## config.mk

```make
export PLATFORM = sky130hd
export DESIGN_NAME = pixel_alpha_blend_24bpp_top
export DESIGN_NICKNAME = d
export VERILOG_FILES = /design/src/hw/rtl/pab_pkg.sv /design/src/hw/rtl/pixel_alpha_blend_24bpp_top.sv /design/src/hw/rtl/pab_cfg_regs.sv
export SDC_FILE = /design/constraint.sdc
export NUM_CORES = 1
export LEC_CHECK = 0
export BUFFER_PORTS_ARGS = -buffer_cell sky130_fd_sc_hd__buf_2
export CAP_MARGIN = 20
export CORE_MARGIN = 2
export CORE_UTILIZATION = 40
export DETAILED_ROUTE_END_ITERATION = 10
export HOLD_SLACK_MARGIN = 0.03
export PLACE_DENSITY = 0.67
export SYNTH_ARGS = -nofsm -noshare
export SYNTH_HDL_FRONTEND = slang
export SYNTH_SLANG_ARGS = --single-unit
```

## constraint.sdc

```tcl
create_clock -name clk -period 8.89 [get_ports clk]
set_input_delay 0.4445 -clock clk [delete_from_list [all_inputs] [get_ports clk]]
set_output_delay 0.4445 -clock clk [all_outputs]
set_load 0.1 [all_outputs]
```

## src/hw/rtl/pab_pkg.sv

```systemverilog
// Shared types, constants and helpers for the pixel alpha blend block.
package pab_pkg;

  localparam int CHAN_W      = 8;
  localparam int NUM_CHAN    = 3;
  localparam int BPP_W       = 6;
  localparam int CFG_IDX_W   = 3;
  localparam int CFG_DATA_W  = 8;

  localparam logic [CHAN_W-1:0] FULL_SCALE       = 8'd255;
  localparam logic [BPP_W-1:0]  ALPHA_SOURCE_BPP = 6'd32;

  // register indexes
  localparam logic [CFG_IDX_W-1:0] REG_CONSTANT_ALPHA = 3'd0;
  localparam logic [CFG_IDX_W-1:0] REG_ALPHA_FORMAT   = 3'd1;
  localparam logic [CFG_IDX_W-1:0] REG_BLEND_OP       = 3'd2;
  localparam logic [CFG_IDX_W-1:0] REG_BLEND_FLAGS    = 3'd3;
  localparam logic [CFG_IDX_W-1:0] REG_SOURCE_BPP     = 3'd4;

  localparam logic [7:0] BLEND_OP_SRC_OVER = 8'd0;

  // decoded configuration seen by the datapath
  typedef struct packed {
    logic [CHAN_W-1:0] const_alpha;
    logic              per_pixel;
    logic              bad;
  } cfg_t;

  typedef logic [NUM_CHAN-1:0][CHAN_W-1:0]   chan_vec_t;
  typedef logic [NUM_CHAN-1:0][2*CHAN_W-1:0] prod_vec_t;

  // exact floor(p / 255) for any product of two bytes (p up to 255 * 255)
  function automatic logic [CHAN_W-1:0] div255(input logic [2*CHAN_W-1:0] p);
    logic [2*CHAN_W:0] t;
    t = {1'b0, p} + 17'd1 + {9'd0, p[15:8]};
    return t[15:8];
  endfunction

endpackage

```

## src/hw/rtl/pixel_alpha_blend_24bpp_top.sv

```systemverilog
// Top level of the source-over alpha blend pipeline for 24 bpp destinations.
//
// channel | dir | handshake             | payload
// --------+-----+-----------------------+----------------------------------------
// in_     | in  | in_tvalid/in_tready   | in_tdata[55:0]: src0..2, src_alpha, dst0..2
// out_    | out | out_tvalid/out_tready | out_tdata[23:0]: chan0..2; out_tuser: rejected
// cfg_    | in  | cfg_we                | cfg_index[2:0], cfg_wdata[7:0]
//
// Four register stages; one pixel per cycle sustained while out_tready is high.
// Stage depth is set by the 8x8 multipliers and the divide-by-255 adders.
// Each stage holds its own valid bit; a stage loads when it is empty or its
// successor moves, so bubbles collapse. The input stalls only when all four
// stages hold a transaction and out_tready is low. Synchronous active-low reset
// clears valids and restores register defaults; no clearing pass is needed.
module pixel_alpha_blend_24bpp_top (
  input  logic        clk,
  input  logic        rst_n,
  // fields low to high: src_chan0, src_chan1, src_chan2, src_alpha,
  // dst_chan0, dst_chan1, dst_chan2
  input  logic [55:0] in_tdata,
  input  logic        in_tvalid,
  output logic        in_tready,
  // fields low to high: out_chan0, out_chan1, out_chan2
  output logic [23:0] out_tdata,
  // fields low to high: rejected
  output logic        out_tuser,
  output logic        out_tvalid,
  input  logic        out_tready,
  input  logic                            cfg_we,
  input  logic [pab_pkg::CFG_IDX_W-1:0]   cfg_index,
  input  logic [pab_pkg::CFG_DATA_W-1:0]  cfg_wdata
);

  pab_pkg::cfg_t cfg;

  pab_cfg_regs u_cfg (
    .clk       (clk),
    .rst_n     (rst_n),
    .cfg_we    (cfg_we),
    .cfg_index (cfg_index),
    .cfg_wdata (cfg_wdata),
    .cfg       (cfg)
  );

  // unpack input transaction
  pab_pkg::chan_vec_t in_src, in_dst;
  logic [7:0]         in_alpha;

  always_comb begin
    for (int c = 0; c < pab_pkg::NUM_CHAN; c++) begin
      in_src[c] = in_tdata[8*c +: 8];
      in_dst[c] = in_tdata[32 + 8*c +: 8];
    end
    in_alpha = in_tdata[31:24];
  end

  // stage handshake chain
  logic v1_r, v2_r, v3_r, v4_r;
  logic rdy1, rdy2, rdy3, rdy4;

  assign rdy4      = !v4_r || out_tready;
  assign rdy3      = !v3_r || rdy4;
  assign rdy2      = !v2_r || rdy3;
  assign rdy1      = !v1_r || rdy2;
  assign in_tready = rdy1;

  always_ff @(posedge clk) begin
    if (!rst_n) begin
      v1_r <= 1'b0;
      v2_r <= 1'b0;
      v3_r <= 1'b0;
      v4_r <= 1'b0;
    end else begin
      if (rdy1) v1_r <= in_tvalid;
      if (rdy2) v2_r <= v1_r;
      if (rdy3) v3_r <= v2_r;
      if (rdy4) v4_r <= v3_r;
    end
  end

  // stage 1: source and alpha products
  pab_pkg::prod_vec_t ps1_r;
  logic [15:0]        pa1_r;
  pab_pkg::chan_vec_t dst1_r;
  logic               bad1_r;

  always_ff @(posedge clk) begin
    if (rdy1 && in_tvalid) begin
      for (int c = 0; c < pab_pkg::NUM_CHAN; c++) begin
        ps1_r[c] <= {8'd0, in_src[c]} * {8'd0, cfg.const_alpha};
      end
      pa1_r  <= {8'd0, in_alpha} * {8'd0, cfg.const_alpha};
      dst1_r <= in_dst;
      bad1_r <= cfg.bad;
    end
  end

  // stage 2: divide by 255, form inverse alpha
  pab_pkg::chan_vec_t s2_r, dst2_r;
  logic [7:0]         inv2_r;
  logic               bad2_r;

  always_ff @(posedge clk) begin
    if (rdy2 && v1_r) begin
      for (int c = 0; c < pab_pkg::NUM_CHAN; c++) begin
        s2_r[c] <= pab_pkg::div255(ps1_r[c]);
      end
      inv2_r <= pab_pkg::FULL_SCALE -
                (cfg.per_pixel ? pab_pkg::div255(pa1_r) : cfg.const_alpha);
      dst2_r <= dst1_r;
      bad2_r <= bad1_r;
    end
  end

  // stage 3: destination weight products
  pab_pkg::prod_vec_t pd3_r;
  pab_pkg::chan_vec_t s3_r, dst3_r;
  logic               bad3_r;

  always_ff @(posedge clk) begin
    if (rdy3 && v2_r) begin
      for (int c = 0; c < pab_pkg::NUM_CHAN; c++) begin
        pd3_r[c] <= {8'd0, dst2_r[c]} * {8'd0, inv2_r};
      end
      s3_r   <= s2_r;
      dst3_r <= dst2_r;
      bad3_r <= bad2_r;
    end
  end

  // stage 4: divide, add, saturate, reject mux -> output register
  pab_pkg::chan_vec_t out4_nxt, out4_r;
  logic               bad4_r;

  always_comb begin
    logic [8:0] sum;
    for (int c = 0; c < pab_pkg::NUM_CHAN; c++) begin
      sum = {1'b0, pab_pkg::div255(pd3_r[c])} + {1'b0, s3_r[c]};
      if (bad3_r) begin
        out4_nxt[c] = dst3_r[c];
      end else if (sum[8]) begin
        out4_nxt[c] = pab_pkg::FULL_SCALE;
      end else begin
        out4_nxt[c] = sum[7:0];
      end
    end
  end

  always_ff @(posedge clk) begin
    if (rdy4 && v3_r) begin
      out4_r <= out4_nxt;
      bad4_r <= bad3_r;
    end
  end

  assign out_tvalid = v4_r;
  assign out_tdata  = out4_r;
  assign out_tuser  = bad4_r;

  // a middle stage that cannot advance keeps its transaction
  a_stage3_hold: assert property (@(posedge clk) disable iff (!rst_n)
    (v3_r && !rdy4) |=> v3_r)
    else $error("stage 3 transaction dropped while stalled");

  // reset leaves no result pending
  a_reset_empty: assert property (@(posedge clk)
    !rst_n |=> !out_tvalid)
    else $error("output valid right after reset");

  // the user must keep config static while pixels are in flight (the block does not enforce it), so a reject matches it
  a_reject_cfg: assert property (@(posedge clk) disable iff (!rst_n)
    out_tvalid |-> (out_tuser == cfg.bad))
    else $error("reject flag disagrees with configuration");

  // input is refused only when every stage is full and the output stalls
  a_backpressure: assert property (@(posedge clk) disable iff (!rst_n)
    !in_tready |-> (v1_r && v2_r && v3_r && v4_r && !out_tready))
    else $error("input stalled with a free pipeline slot");

endmodule

```

## src/hw/rtl/pab_cfg_regs.sv

```systemverilog
// Configuration registers and validity decode for the alpha blend block.
module pab_cfg_regs (
  input  logic                            clk,
  input  logic                            rst_n,
  input  logic                            cfg_we,
  input  logic [pab_pkg::CFG_IDX_W-1:0]   cfg_index,
  input  logic [pab_pkg::CFG_DATA_W-1:0]  cfg_wdata,
  output pab_pkg::cfg_t                   cfg
);

  logic [7:0]                  const_alpha_r;
  logic [7:0]                  alpha_format_r;
  logic [7:0]                  blend_op_r;
  logic [7:0]                  blend_flags_r;
  logic [pab_pkg::BPP_W-1:0]   source_bpp_r;

  always_ff @(posedge clk) begin
    if (!rst_n) begin
      const_alpha_r  <= pab_pkg::FULL_SCALE;
      alpha_format_r <= 8'd0;
      blend_op_r     <= pab_pkg::BLEND_OP_SRC_OVER;
      blend_flags_r  <= 8'd0;
      source_bpp_r   <= pab_pkg::ALPHA_SOURCE_BPP;
    end else if (cfg_we) begin
      case (cfg_index)
        pab_pkg::REG_CONSTANT_ALPHA: const_alpha_r  <= cfg_wdata;
        pab_pkg::REG_ALPHA_FORMAT:   alpha_format_r <= cfg_wdata;
        pab_pkg::REG_BLEND_OP:       blend_op_r     <= cfg_wdata;
        pab_pkg::REG_BLEND_FLAGS:    blend_flags_r  <= cfg_wdata;
        pab_pkg::REG_SOURCE_BPP:     source_bpp_r   <= cfg_wdata[pab_pkg::BPP_W-1:0];
        default: ;
      endcase
    end
  end

  always_comb begin
    cfg.const_alpha = const_alpha_r;
    cfg.per_pixel   = alpha_format_r[0];
    cfg.bad         = (blend_op_r != pab_pkg::BLEND_OP_SRC_OVER) ||
                      (blend_flags_r != 8'd0) ||
                      (alpha_format_r[7:1] != 7'd0) ||
                      (alpha_format_r[0] && (source_bpp_r != pab_pkg::ALPHA_SOURCE_BPP));
  end

endmodule

```

==> summary.md, run 1 <==
| Metric | Value |
|---|---|
| RSZ-0062 raised after global routing | no |
| Routed Antenna Nets | 0 |
| Max Slew Vio Count | 0 |
| Rel. slew slack | 33.2% |
| Global route overflow | 0 |
| Final setup vio count | 0 |
| Die Width | 267 um |
| # Post-CTS Setup Buffers | 0 |
| Peak VDD IR | 0.177 mV |
| Fraction of power consumed by sequential logic | 28.1% |
| Reg2reg path depth | 15 |
| Switch share | 37.6% |
| Drt drc | 0 |
| R2R setup slack | 4.05 ns |
| Overall die height | 267 um |
| Die area | 0.0713 mm^2 |
| Pre-CTS WS | 4.01 ns |
| FMAX | 207 MHz |
| Hold Buf Count CTS | 8 |
| Crit Path Max Fanout | 21 |
| Number of synthesized register bits | 310 |
| CTS tree | yes |
| Sequential fraction of the synthesis area | 32.1% |
| Post-synth cell types | 64 |
| Syn Area/Cell | 10.6 um^2 |
| Worst-path clk slew | 0.06 ns |
| RR Startpoint | u_cfg.const_alpha_r[4]$_SDFFE_PN1P_ |
| Gates resized, CTS repair | 0 |
| Vias post-DR | 17984 |
| Worst setup margin | 4.05 ns |
| Drt via density | 4.96 |
| DP HPWL | 42700 um |
| All-Layer GR Usage | 16.4% |
| Port Buf Inserts | 98 |
| Asr flop ratio synth | 0% |
| CP Data Required Time | 9.19 ns |
| Fin nets | 3366 |
| Number of diodes | 0 |
| H-tree depth | 2 |
| Crit path from | u_cfg.const_alpha_r[4]$_SDFFE_PN1P_ |
| Io pins | 99 |
| Logic pwr share | 50.0% |
| Startpoint Class | flip-flop |
| Fin Setup TNS | 0 ns |
| Classification of the worst setup path | flip-flop to flip-flop |
| WL/cell | 15.6 um |
| Detailed Route WL | 56700 um |
| Cell area after synthesis | 0.0277 mm^2 |
| R2r endpoint | ps1_r[46]$_DFFE_PP_ |
| Post-synth EDFFs | 268 |
| Core area | 0.0685 mm^2 |
| Starting density of the core | 40.4% |
| Synth Net Count | 3261 |
| Synth-to-layout area growth | 10.9% |
| Clock buffer depth | 3 |
| Root Buffer | clkbuf_16 |
| Ys Warns | 0 |
| 1st-iter DRT viols | 830 |
| Number of global-route vias before repair | 18343 |
| Min-delay worst type | input port to flip-flop |
| Min-Delay Path Depth | 1 |
| Status | finished, final reports clean |
| Fin crit period | 4.84 ns |
| Crit path DAT | 5.14 ns |
| 1st-pass router iterations | 5 |
| Proportion of layout cells with a drive suffix above 1 | 7.51% |
| P_leak | 13.5 nW |
| Num CTS Buffers | 38 |
| Final hold vios | 0 |
| Pwr dens | 258 mW/mm^2 |
| Worst-Skew Late Latency | 0.56 ns |
| Critical Path Sink | ps1_r[46]$_DFFE_PP_ |
| Largest net degree at the start of global routing | 75 |
| Max-cap check violation count | 0 |
| Row count | 96 |
| Global-route wire length before repair | 93500 um |
| Int Power | 4.94 mW |
| Post-synth top flop | edfxtp_1 |
| Clock group share of total power | 21.9% |
| CP Capture Type | flip-flop |
| Worst Tran Pin Value | 1.00 ns |
| Clock skew | 0.0184 ns |
| Period utilization | 54.5% |
| RD Place Congestion | 0.815 |
| Mapped Cells | 2609 |
| Switch Pwr | 2.98 mW |
| Initial antenna violation count | 4 |
| Clock sink count | 310 |
==> Yosys cell counts (all sizes together), types with 5 or more instances <==
library cell,n,share of area (%)
nand3b,7,0.19
nand4,12,0.27
edfxtp,268,29
mux2i,22,0.80
nor3,24,0.43
or3,7,0.16
clkbuf,53,0.72
inv,387,5.3
and2,375,8.5
a211o,7,0.22
o21ai,42,0.76
fa,255,18
nor2b,46,1.1
xnor2,92,2.9
a31oi,10,0.37
o31ai,13,0.37
nor4,9,0.20
xor2,43,1.4
nor2,65,0.88
a21oi,100,1.8
nand3,39,0.71
nand2,191,2.6
and3,12,0.27
o21a,31,0.84
a21o,19,0.52
ha,325,15
a2111oi,8,0.41
o211ai,5,0.14
o21bai,8,0.22
or2,8,0.18
dfxtp,42,3.0
o31a,9,0.29
a21boi,30,0.81
a211oi,14,0.42
==> kinds of logic (layout without fill, tap and decap cells) <==
logic type / Yosys count / after routing / synth area share [%]
fa+ha+maj: 580 / 580 / 33.2
compound gates: 311 / 311 / 7.69
flops: 310 / 310 / 32.1
xor+xnor: 135 / 135 / 4.28
buf+inv: 441 / 576 / 6.00
mux: 22 / 22 / 0.796
simple gates: 810 / 810 / 15.9
==> cells in the final DEF (no fill, tap or decap), types with 8 or more instances in the layout <==
master / instances
and3_1: 12
mux2i_1: 22
o21ai_0: 36
o31a_1: 9
nor4_1: 9
buf_2: 98
o21a_1: 31
xnor2_1: 92
nor2_1: 65
a21oi_1: 100
nor2b_1: 43
xor2_1: 43
nand2_1: 191
o31ai_1: 12
a21o_1: 19
nand4_1: 12
nor3_1: 24
and2_1: 374
fa_1: 255
bufinv_16: 9
edfxtp_1: 268
ha_1: 325
clkbuf_16: 39
dlygate4sd3_1: 8
inv_1: 387
a21boi_0: 29
nand3_1: 39
buf_4: 13
dfxtp_1: 42
a211oi_1: 12
o21bai_1: 8
==> power groups by stage <==
stage               sequential (mW)  combinational [mW]  clock, mW
finish                         2.23                3.96       1.73
global route                   2.25                4.56       1.84
CTS                            2.23                3.99       1.79
detailed placement             2.26                3.96          0
global placement               2.26                3.89          0
floorplan                      2.20                3.18          0
==> cell type report <==
class	instances	area, um^2
Fill cell	6532	37800
Tap cell	882	1100
Inverter	387	1450
Multi-Input combinational cell	1858	17100
Clock inverter	24	383
Timing Repair Buffer	119	668
Clock buffer	46	1020
Sequential cell	310	8890
==> layer usage <==
| layer | GRT usage (%) | wire length, um |
|---|---|---|
| met2 | 27.6 | 27300 |
| met1 | 21.8 | 26100 |
| met4 | 3.67 | 1050 |
| met5 | 0 | 52 |
| met3 | 3.09 | 2260 |
==> flip-flops by register name (all words and copies together) (netlist names), 6 cells and up <==
signal                cells
s3_r                     24
dst3_r                   24
u_cfg.const_alpha_r       8
u_cfg.alpha_format_r      8
out_tdata                24
s2_r                     24
u_cfg.source_bpp_r        6
ps1_r                    48
u_cfg.blend_op_r          8
dst1_r                   24
inv2_r                    8
pd3_r                    48
pa1_r                    16
dst2_r                   24
u_cfg.blend_flags_r       8
==> critical path: stages, from the launching register on <==
cell       delay [ns]
dfxtp_1          0.62
buf_4            0.34
and2_1           0.18
fa_1             0.43
fa_1             0.51
fa_1             0.49
inv_1            0.05
fa_1             0.47
inv_1            0.04
ha_1             0.31
o21a_1           0.22
o31a_1           0.13
a2111oi_2        0.36
o31ai_1          0.13
a21oi_1          0.19
xnor2_1          0.10
==> per-stage QoR <==
stage          util (%)  power [mW]  cells  hold slack [ns]  area (um^2)
2_1_floorplan         -        5.38   2609            0.400        27700
3_3_place_gp       42.6        6.15   3548            0.400        29200
3_5_place_dp       42.6        6.22   3548            0.405        29200
4_1_cts            44.8        8.01   3626           0.0361        30700
5_1_grt            44.8        8.65   3626           0.0441        30700
6_report           44.8        7.92   3626           0.0776        30700
==> worst min-delay path by stage <==
stage                         start                   end  slack (ns)
2_1_floorplan      bad1_r$_DFFE_PP_      bad2_r$_DFFE_PP_        0.40
3_3_place_gp   dst1_r[21]$_DFFE_PP_  dst2_r[21]$_DFFE_PP_        0.40
3_5_place_dp     s2_r[10]$_DFFE_PP_    s3_r[10]$_DFFE_PP_        0.40
4_1_cts                in_tdata[44]  dst1_r[12]$_DFFE_PP_        0.04
5_1_grt                in_tdata[44]  dst1_r[12]$_DFFE_PP_        0.04
6_report               in_tdata[41]   dst1_r[9]$_DFFE_PP_        0.08
Note: power is estimated with default switching activity, not from simulation.
==> run 2: changes to the inputs <==
clock period = 5.1 ns   (was 8.89 ns; I/O delays follow)
==> summary.md, run 2 (synthesis results as in run 1) <==
| Metric | Value |
|---|---|
| Crit path from | inv2_r[3]$_DFFE_PP_ (was u_cfg.const_alpha_r[4]$_SDFFE_PN1P_) |
| H-tree depth | 2 (unchanged) |
| Leading cell types in the layout, fill and taps excluded | 387 x inv_1, 374 x and2_1, 325 x ha_1 (unchanged) |
| Detailed Route WL | 56100 um (was 56700 um) |
| Num CTS Buffers | 36 (was 38) |
| Max Slew Vio Count | 0 (unchanged) |
| Crit-path most repeated cell | fa_1 (unchanged) |
| Root Buffer | clkbuf_16 (unchanged) |
| Pre-CTS WS | 0.256 ns (was 4.01 ns) |
| Tot Pwr | 13.4 mW (was 7.92 mW) |
| Fin crit period | 4.78 ns (was 4.84 ns) |
| Io pins | 99 (unchanged) |
| RSZ-0062 raised after global routing | no (unchanged) |
| Commonest non-fill, non-tap cell in the layout | inv_1 (unchanged) |
| Period utilization | 93.8% (was 54.5%) |
| 1st-iter DRT viols | 802 (was 830) |
| Die Width | 267 um (unchanged) |
| Global route overflow | 0 (unchanged) |
| Clock buffer depth | 3 (unchanged) |
| Worst-Skew Late Latency | 0.55 ns (was 0.56 ns) |
| Clock skew | 0.0158 ns (was 0.0184 ns) |
| Row count | 96 (unchanged) |
| Fin nets | 3403 (was 3366) |
| Final setup vio count | 0 (unchanged) |
| P_leak | 13.6 nW (was 13.5 nW) |
| WL/cell | 15.3 um (was 15.6 um) |
| Final hold vios | 0 (unchanged) |
| Pwr dens | 435 mW/mm^2 (was 258 mW/mm^2) |
| CTS tree | yes (unchanged) |
| Worst setup margin | 0.319 ns (was 4.05 ns) |
| All-Layer GR Usage | 16.4% (about the same) |
| Crit Path Max Fanout | 13 (was 21) |
| Largest net degree at the start of global routing | 83 (was 75) |
| Drt drc | 0 (unchanged) |
| Worst-path clk slew | 0.06 ns (about the same) |
| Max-cap check violation count | 0 (unchanged) |
| Startpoint Class | flip-flop (unchanged) |
| CP max stage delay | 0.66 ns (was 0.62 ns) |
| Crit path DAT | 5.07 ns (was 5.14 ns) |
| 1st-pass router iterations | 5 (unchanged) |
| Status | finished, final reports clean (unchanged) |
| Starting density of the core | 40.4% (unchanged) |
| Classification of the worst setup path | flip-flop to flip-flop (unchanged) |
| RD Place Congestion | 0.837 (was 0.815) |
| DP HPWL | 42900 um (was 42700 um) |
| Overall die height | 267 um (unchanged) |
| Worst Tran Pin Value | 0.963 ns (was 1.00 ns) |
| Top Registers | pd3_r: 48 flops, ps1_r: 48 flops (unchanged) |
| Number of diodes | 0 (unchanged) |
| Fin Setup TNS | 0 ns (unchanged) |
| Port Buf Inserts | 98 (unchanged) |
| Proportion of layout cells with a drive suffix above 1 | 7.60% (was 7.51%) |
| Synth-to-layout area growth | 11.6% (was 10.9%) |
| Number of global-route vias before repair | 18560 (was 18343) |
| CP Cell Sequence | buf_4 -> nand2_1 -> fa_1 -> fa_1 -> inv_1 -> fa_1 -> inv_1 -> fa_1 -> inv_1 -> ha_1 -> o21a_1 -> a21boi_0 -> o31a_1 -> mux2i_1 -> nand3_1 (was buf_4 -> and2_1 -> fa_1 -> fa_1 -> fa_1 -> inv_1 -> fa_1 -> inv_1 -> ha_1 -> o21a_1 -> o31a_1 -> a2111oi_2 -> o31ai_1 -> a21oi_1 -> xnor2_1) |
| Die area | 0.0713 mm^2 (unchanged) |
| Hold_sp | out_tready (was in_tdata[41]) |
| Core area | 0.0685 mm^2 (unchanged) |
| Initial antenna violation count | 0 (was 4) |
| FMAX | 209 MHz (was 207 MHz) |
| Peak VDD IR | 0.337 mV (was 0.177 mV) |
| Drt via density | 4.96 (about the same) |
| CP Data Required Time | 5.39 ns (was 9.19 ns) |
| Slowest cell on crit path | edfxtp_1 (was dfxtp_1) |
| Rel. slew slack | 35.7% (was 33.2%) |
| Min-delay worst type | input port to flip-flop (unchanged) |
| Clock sink count | 310 (unchanged) |
| Global-route wire length before repair | 94200 um (was 93500 um) |
| CP Capture Type | flip-flop (unchanged) |
| RR Startpoint | inv2_r[3]$_DFFE_PP_ (was u_cfg.const_alpha_r[4]$_SDFFE_PN1P_) |
| Routed Antenna Nets | 0 (unchanged) |
| Vias post-DR | 18138 (was 17984) |
[run 2: layout make-up]
type | count | area, um^2
clock buffer | 51 | 1040
clock inverter | 13 | 151
fill | 6409 | 37600
inverter | 387 | 1450
multi-input combinational | 1858 | 17100
sequential | 310 | 8890
tap | 882 | 1100
timing repair buffer | 158 | 1090
[run 2: layer usage]
| metal | global-route usage (%) | wire length (um) |
|---|---|---|
| met3 | 2.08 | 2040 |
| met4 | 3.93 | 1000 |
| met1 | 22.4 | 26300 |
| met5 | 0 | 0 |
| met2 | 27.6 | 26800 |
[run 2: worst max-delay path, delay by kind of cell, from the launching register on]
family                     cells  cell delay (ns)
and+or+nand+nor                2             0.17
adders and majority gates      5             2.29
muxes                          1             0.19
buffers and inverters          4             0.42
DFF                            1             0.66
AOI/OAI and AO/OA              3             0.80
[run 2: worst paths after layout]
path	to	slack [ns]	cells after the start
worst max-delay path	pd3_r[13]$_DFFE_PP_	0.32	15
worst min-delay path	out_tvalid$_SDFFE_PN0P_	0.06	3
worst max register to register	pd3_r[13]$_DFFE_PP_	0.32	15
worst min register to register	s3_r[12]$_DFFE_PP_	0.42	0
[run 2: power breakdown]
part	internal [mW]	total, mW	switching (mW)
Combinational	3.16	6.95	3.79
Clock	1.58	2.61	1.04
Sequential	3.57	3.87	0.294
[run 2: through the flow]
step | cells | instance area, um^2 | hold slack (ns) | utilization, %
2_1_floorplan | 2609 | 27700 | 0.354 | -
3_3_place_gp | 3562 | 29300 | 0.403 | 42.9
3_5_place_dp | 3562 | 29300 | 0.405 | 42.9
4_1_cts | 3659 | 30900 | 0.0342 | 45.1
5_1_grt | 3659 | 30900 | 0.0611 | 45.1
6_report | 3659 | 30900 | 0.0636 | 45.1
[run 2: repair_timing]
action | in CTS | in global routing
buffers inserted | 0 | 0
resized for setup | 0 | 2
hold buffers | 33 | 0
hold endpoints to repair | 57 | 0
endpoints found under the setup margin | 0 | 4
==> run 3: changes to the inputs <==
RECOVER_POWER = 100   (was unset)
==> summary.md, run 3 (synthesis results as in run 1) <==
| Metric | Value |
|---|---|
| Proportion of layout cells with a drive suffix above 1 | 5.26% (was 7.60%) |
| CP top delay family | adder cells (unchanged) |
| Max Slew Vio Count | 231 (was 0) |
| Slowest cell on crit path | edfxtp_1 (unchanged) |
| Drt via density | 4.96 (about the same) |
| Met1 GRT Util | 22.4% (unchanged) |
| Drt drc | 0 (unchanged) |
| Final hold vios | 0 (unchanged) |
| Largest net degree at the start of global routing | 83 (unchanged) |
| Worst hold slack | 0.0345 ns (was 0.0636 ns) |
| Initial antenna violation count | 0 (unchanged) |
| Min-delay worst type | input port to flip-flop (unchanged) |
| FMAX | 209 MHz (about the same) |
| CP Cell Sequence | buf_4 -> nand2_1 -> fa_1 -> fa_1 -> inv_1 -> fa_1 -> inv_1 -> fa_1 -> inv_1 -> ha_1 -> o21a_1 -> a21boi_0 -> o31a_1 -> mux2i_1 -> nand3_1 (unchanged) |
| CP Capture Type | flip-flop (unchanged) |
| RD Place Congestion | 0.837 (unchanged) |
| Top Registers | pd3_r: 48 flops, ps1_r: 48 flops (unchanged) |
| Post-Layout Inst Area | 0.0307 mm^2 (was 0.0309 mm^2) |
| All-Layer GR Usage | 16.4% (unchanged) |
| H-tree depth | 2 (unchanged) |
| Global-route wire length before repair | 94200 um (unchanged) |
| CP max stage delay | 0.65 ns (was 0.66 ns) |
| Leading cell types in the layout, fill and taps excluded | 387 x inv_1, 342 x and2_1, 325 x ha_1 (was 387 x inv_1, 374 x and2_1, 325 x ha_1) |
| # Post-CTS Setup Buffers | 0 (unchanged) |
| Buf/Inv on CP | 4 (unchanged) |
| Pwr dens | 435 mW/mm^2 (about the same) |
| Number of global-route vias before repair | 18560 (unchanged) |
| Classification of the worst setup path | flip-flop to flip-flop (unchanged) |
| Worst Tran Pin Value | 3.57 ns (was 0.963 ns) |
| Starting density of the core | 40.4% (unchanged) |
| Vias post-DR | 18143 (was 18138) |
| Final setup vio count | 0 (unchanged) |
| Die Width | 267 um (unchanged) |
| Failing checks | capacitance limit, slew limit |
| R2R setup slack | 0.32 ns (about the same) |
| Worst-Skew Late Latency | 0.55 ns (about the same) |
| Global route overflow | 0 (unchanged) |
| GR Layer Usage met2 | 27.6% (unchanged) |
| Commonest non-fill, non-tap cell in the layout | inv_1 (unchanged) |
| Row count | 96 (unchanged) |
| Overall die height | 267 um (unchanged) |
| Crit Path Max Fanout | 13 (unchanged) |
| GR Util met3 | 2.08% (unchanged) |
| RSZ-0062 raised after global routing | no (unchanged) |
| Number of diodes | 0 (unchanged) |
| CTS tree | yes (unchanged) |
| Routed Antenna Nets | 0 (unchanged) |
| Finished Core Util | 44.8% (was 45.1%) |
| Rel. slew slack | -138% (was 35.7%) |
| Register area | 0.00889 mm^2 (unchanged) |
| Port Buf Inserts | 98 (unchanged) |
| Area of placed instances | 0.0293 mm^2 (unchanged) |
| WL/cell | 15.4 um (was 15.3 um) |
| 1st-pass router iterations | 5 (unchanged) |
| DP HPWL | 42900 um (unchanged) |
| Crit-path most repeated cell | fa_1 (unchanged) |
| Clock skew | 0.0174 ns (was 0.0158 ns) |
| Core area | 0.0685 mm^2 (unchanged) |
| CP Data Required Time | 5.39 ns (about the same) |
| P_leak | 13.5 nW (was 13.6 nW) |
| Fill count | 6456 (was 6409) |
| Num CTS Buffers | 36 (unchanged) |
| Max-cap check violation count | 4 (was 0) |
| Io pins | 99 (unchanged) |
| Die area | 0.0713 mm^2 (unchanged) |
| Period utilization | 93.8% (about the same) |
| Peak VDD IR | 0.337 mV (about the same) |
| 1st-iter DRT viols | 806 (was 802) |
| Detailed Route WL | 56300 um (was 56100 um) |
| Root Buffer | clkbuf_16 (unchanged) |
| Busiest metal layer after global routing | met2 (unchanged) |
| Multi-input gate area | 0.0170 mm^2 (was 0.0171 mm^2) |
| Clock buffer depth | 3 (unchanged) |
| Status | finished with violations (was finished, final reports clean) |
| Synth-to-layout area growth | 10.9% (was 11.6%) |
| Fin nets | 3403 (unchanged) |
| Startpoint Class | flip-flop (unchanged) |
| Crit path DAT | 5.07 ns (about the same) |
| Worst-path clk slew | 0.06 ns (about the same) |
| Fin crit period | 4.78 ns (about the same) |
| Fin Setup TNS | 0 ns (unchanged) |
| Clock sink count | 310 (unchanged) |
run 3: where the power goes:
group	leakage [nW]	switching [mW]	internal (mW)
Combinational	10.0	3.74	3.11
Clock	0.586	1.04	1.58
Sequential	2.87	0.294	3.58
run 3: worst register-to-register path, cell delays in order, from the launching register on:
cell      delay [ns]
edfxtp_1        0.65
buf_4           0.28
nand2_1         0.09
fa_1            0.50
fa_1            0.54
inv_1           0.05
fa_1            0.47
inv_1           0.05
fa_1            0.47
inv_1           0.04
ha_1            0.31
o21a_1          0.17
a21boi_0        0.39
o31a_1          0.25
mux2i_1         0.19
nand3_1         0.08
run 3: per-layer routing:
metal	wire length (um)	vias up
met1	26400	8876
met2	26800	281
met3	2100	59
met5	0	-
li1	-	8927
met4	1040	0
run 3: what timing repair did:
| action | 4_1_cts | 5_1_grt |
|---|---|---|
| hold endpoints to repair | 57 | 0 |
| gates resized for setup | 0 | 2 |
| endpoints found under the setup margin | 0 | 4 |
| hold buffers | 33 | 0 |
run 3: metrics by stage:
stage	instances	setup WS (ns)	power, mW
after global placement	3562	0.335	10.7
after CTS	3659	0.232	13.6
after floorplan	2609	0.669	9.38
final	3659	0.317	13.3
after global routing	3659	0.0115	14.6
after detailed placement	3562	0.256	10.8
run 3: layout make-up:
type | count | area share (%)
inverters | 387 | 4.74
repair buffers | 158 | 3.20
clock buffers | 51 | 3.40
multi-input cells | 1858 | 55.6
flip-flops and latches | 310 | 29.0
clock inverters | 13 | 0.494
well taps | 882 | 3.60
run 3: path summary, 6_finish.rpt:
path                              to           startpoint  cells past startpoint
max reg2reg      pd3_r[13]$_DFFE_PP_  inv2_r[3]$_DFFE_PP_                     15
min reg2reg      dst2_r[2]$_DFFE_PP_  dst1_r[2]$_DFFE_PP_                      0
min          out_tvalid$_SDFFE_PN0P_           out_tready                      3
max              pd3_r[13]$_DFFE_PP_  inv2_r[3]$_DFFE_PP_                     15
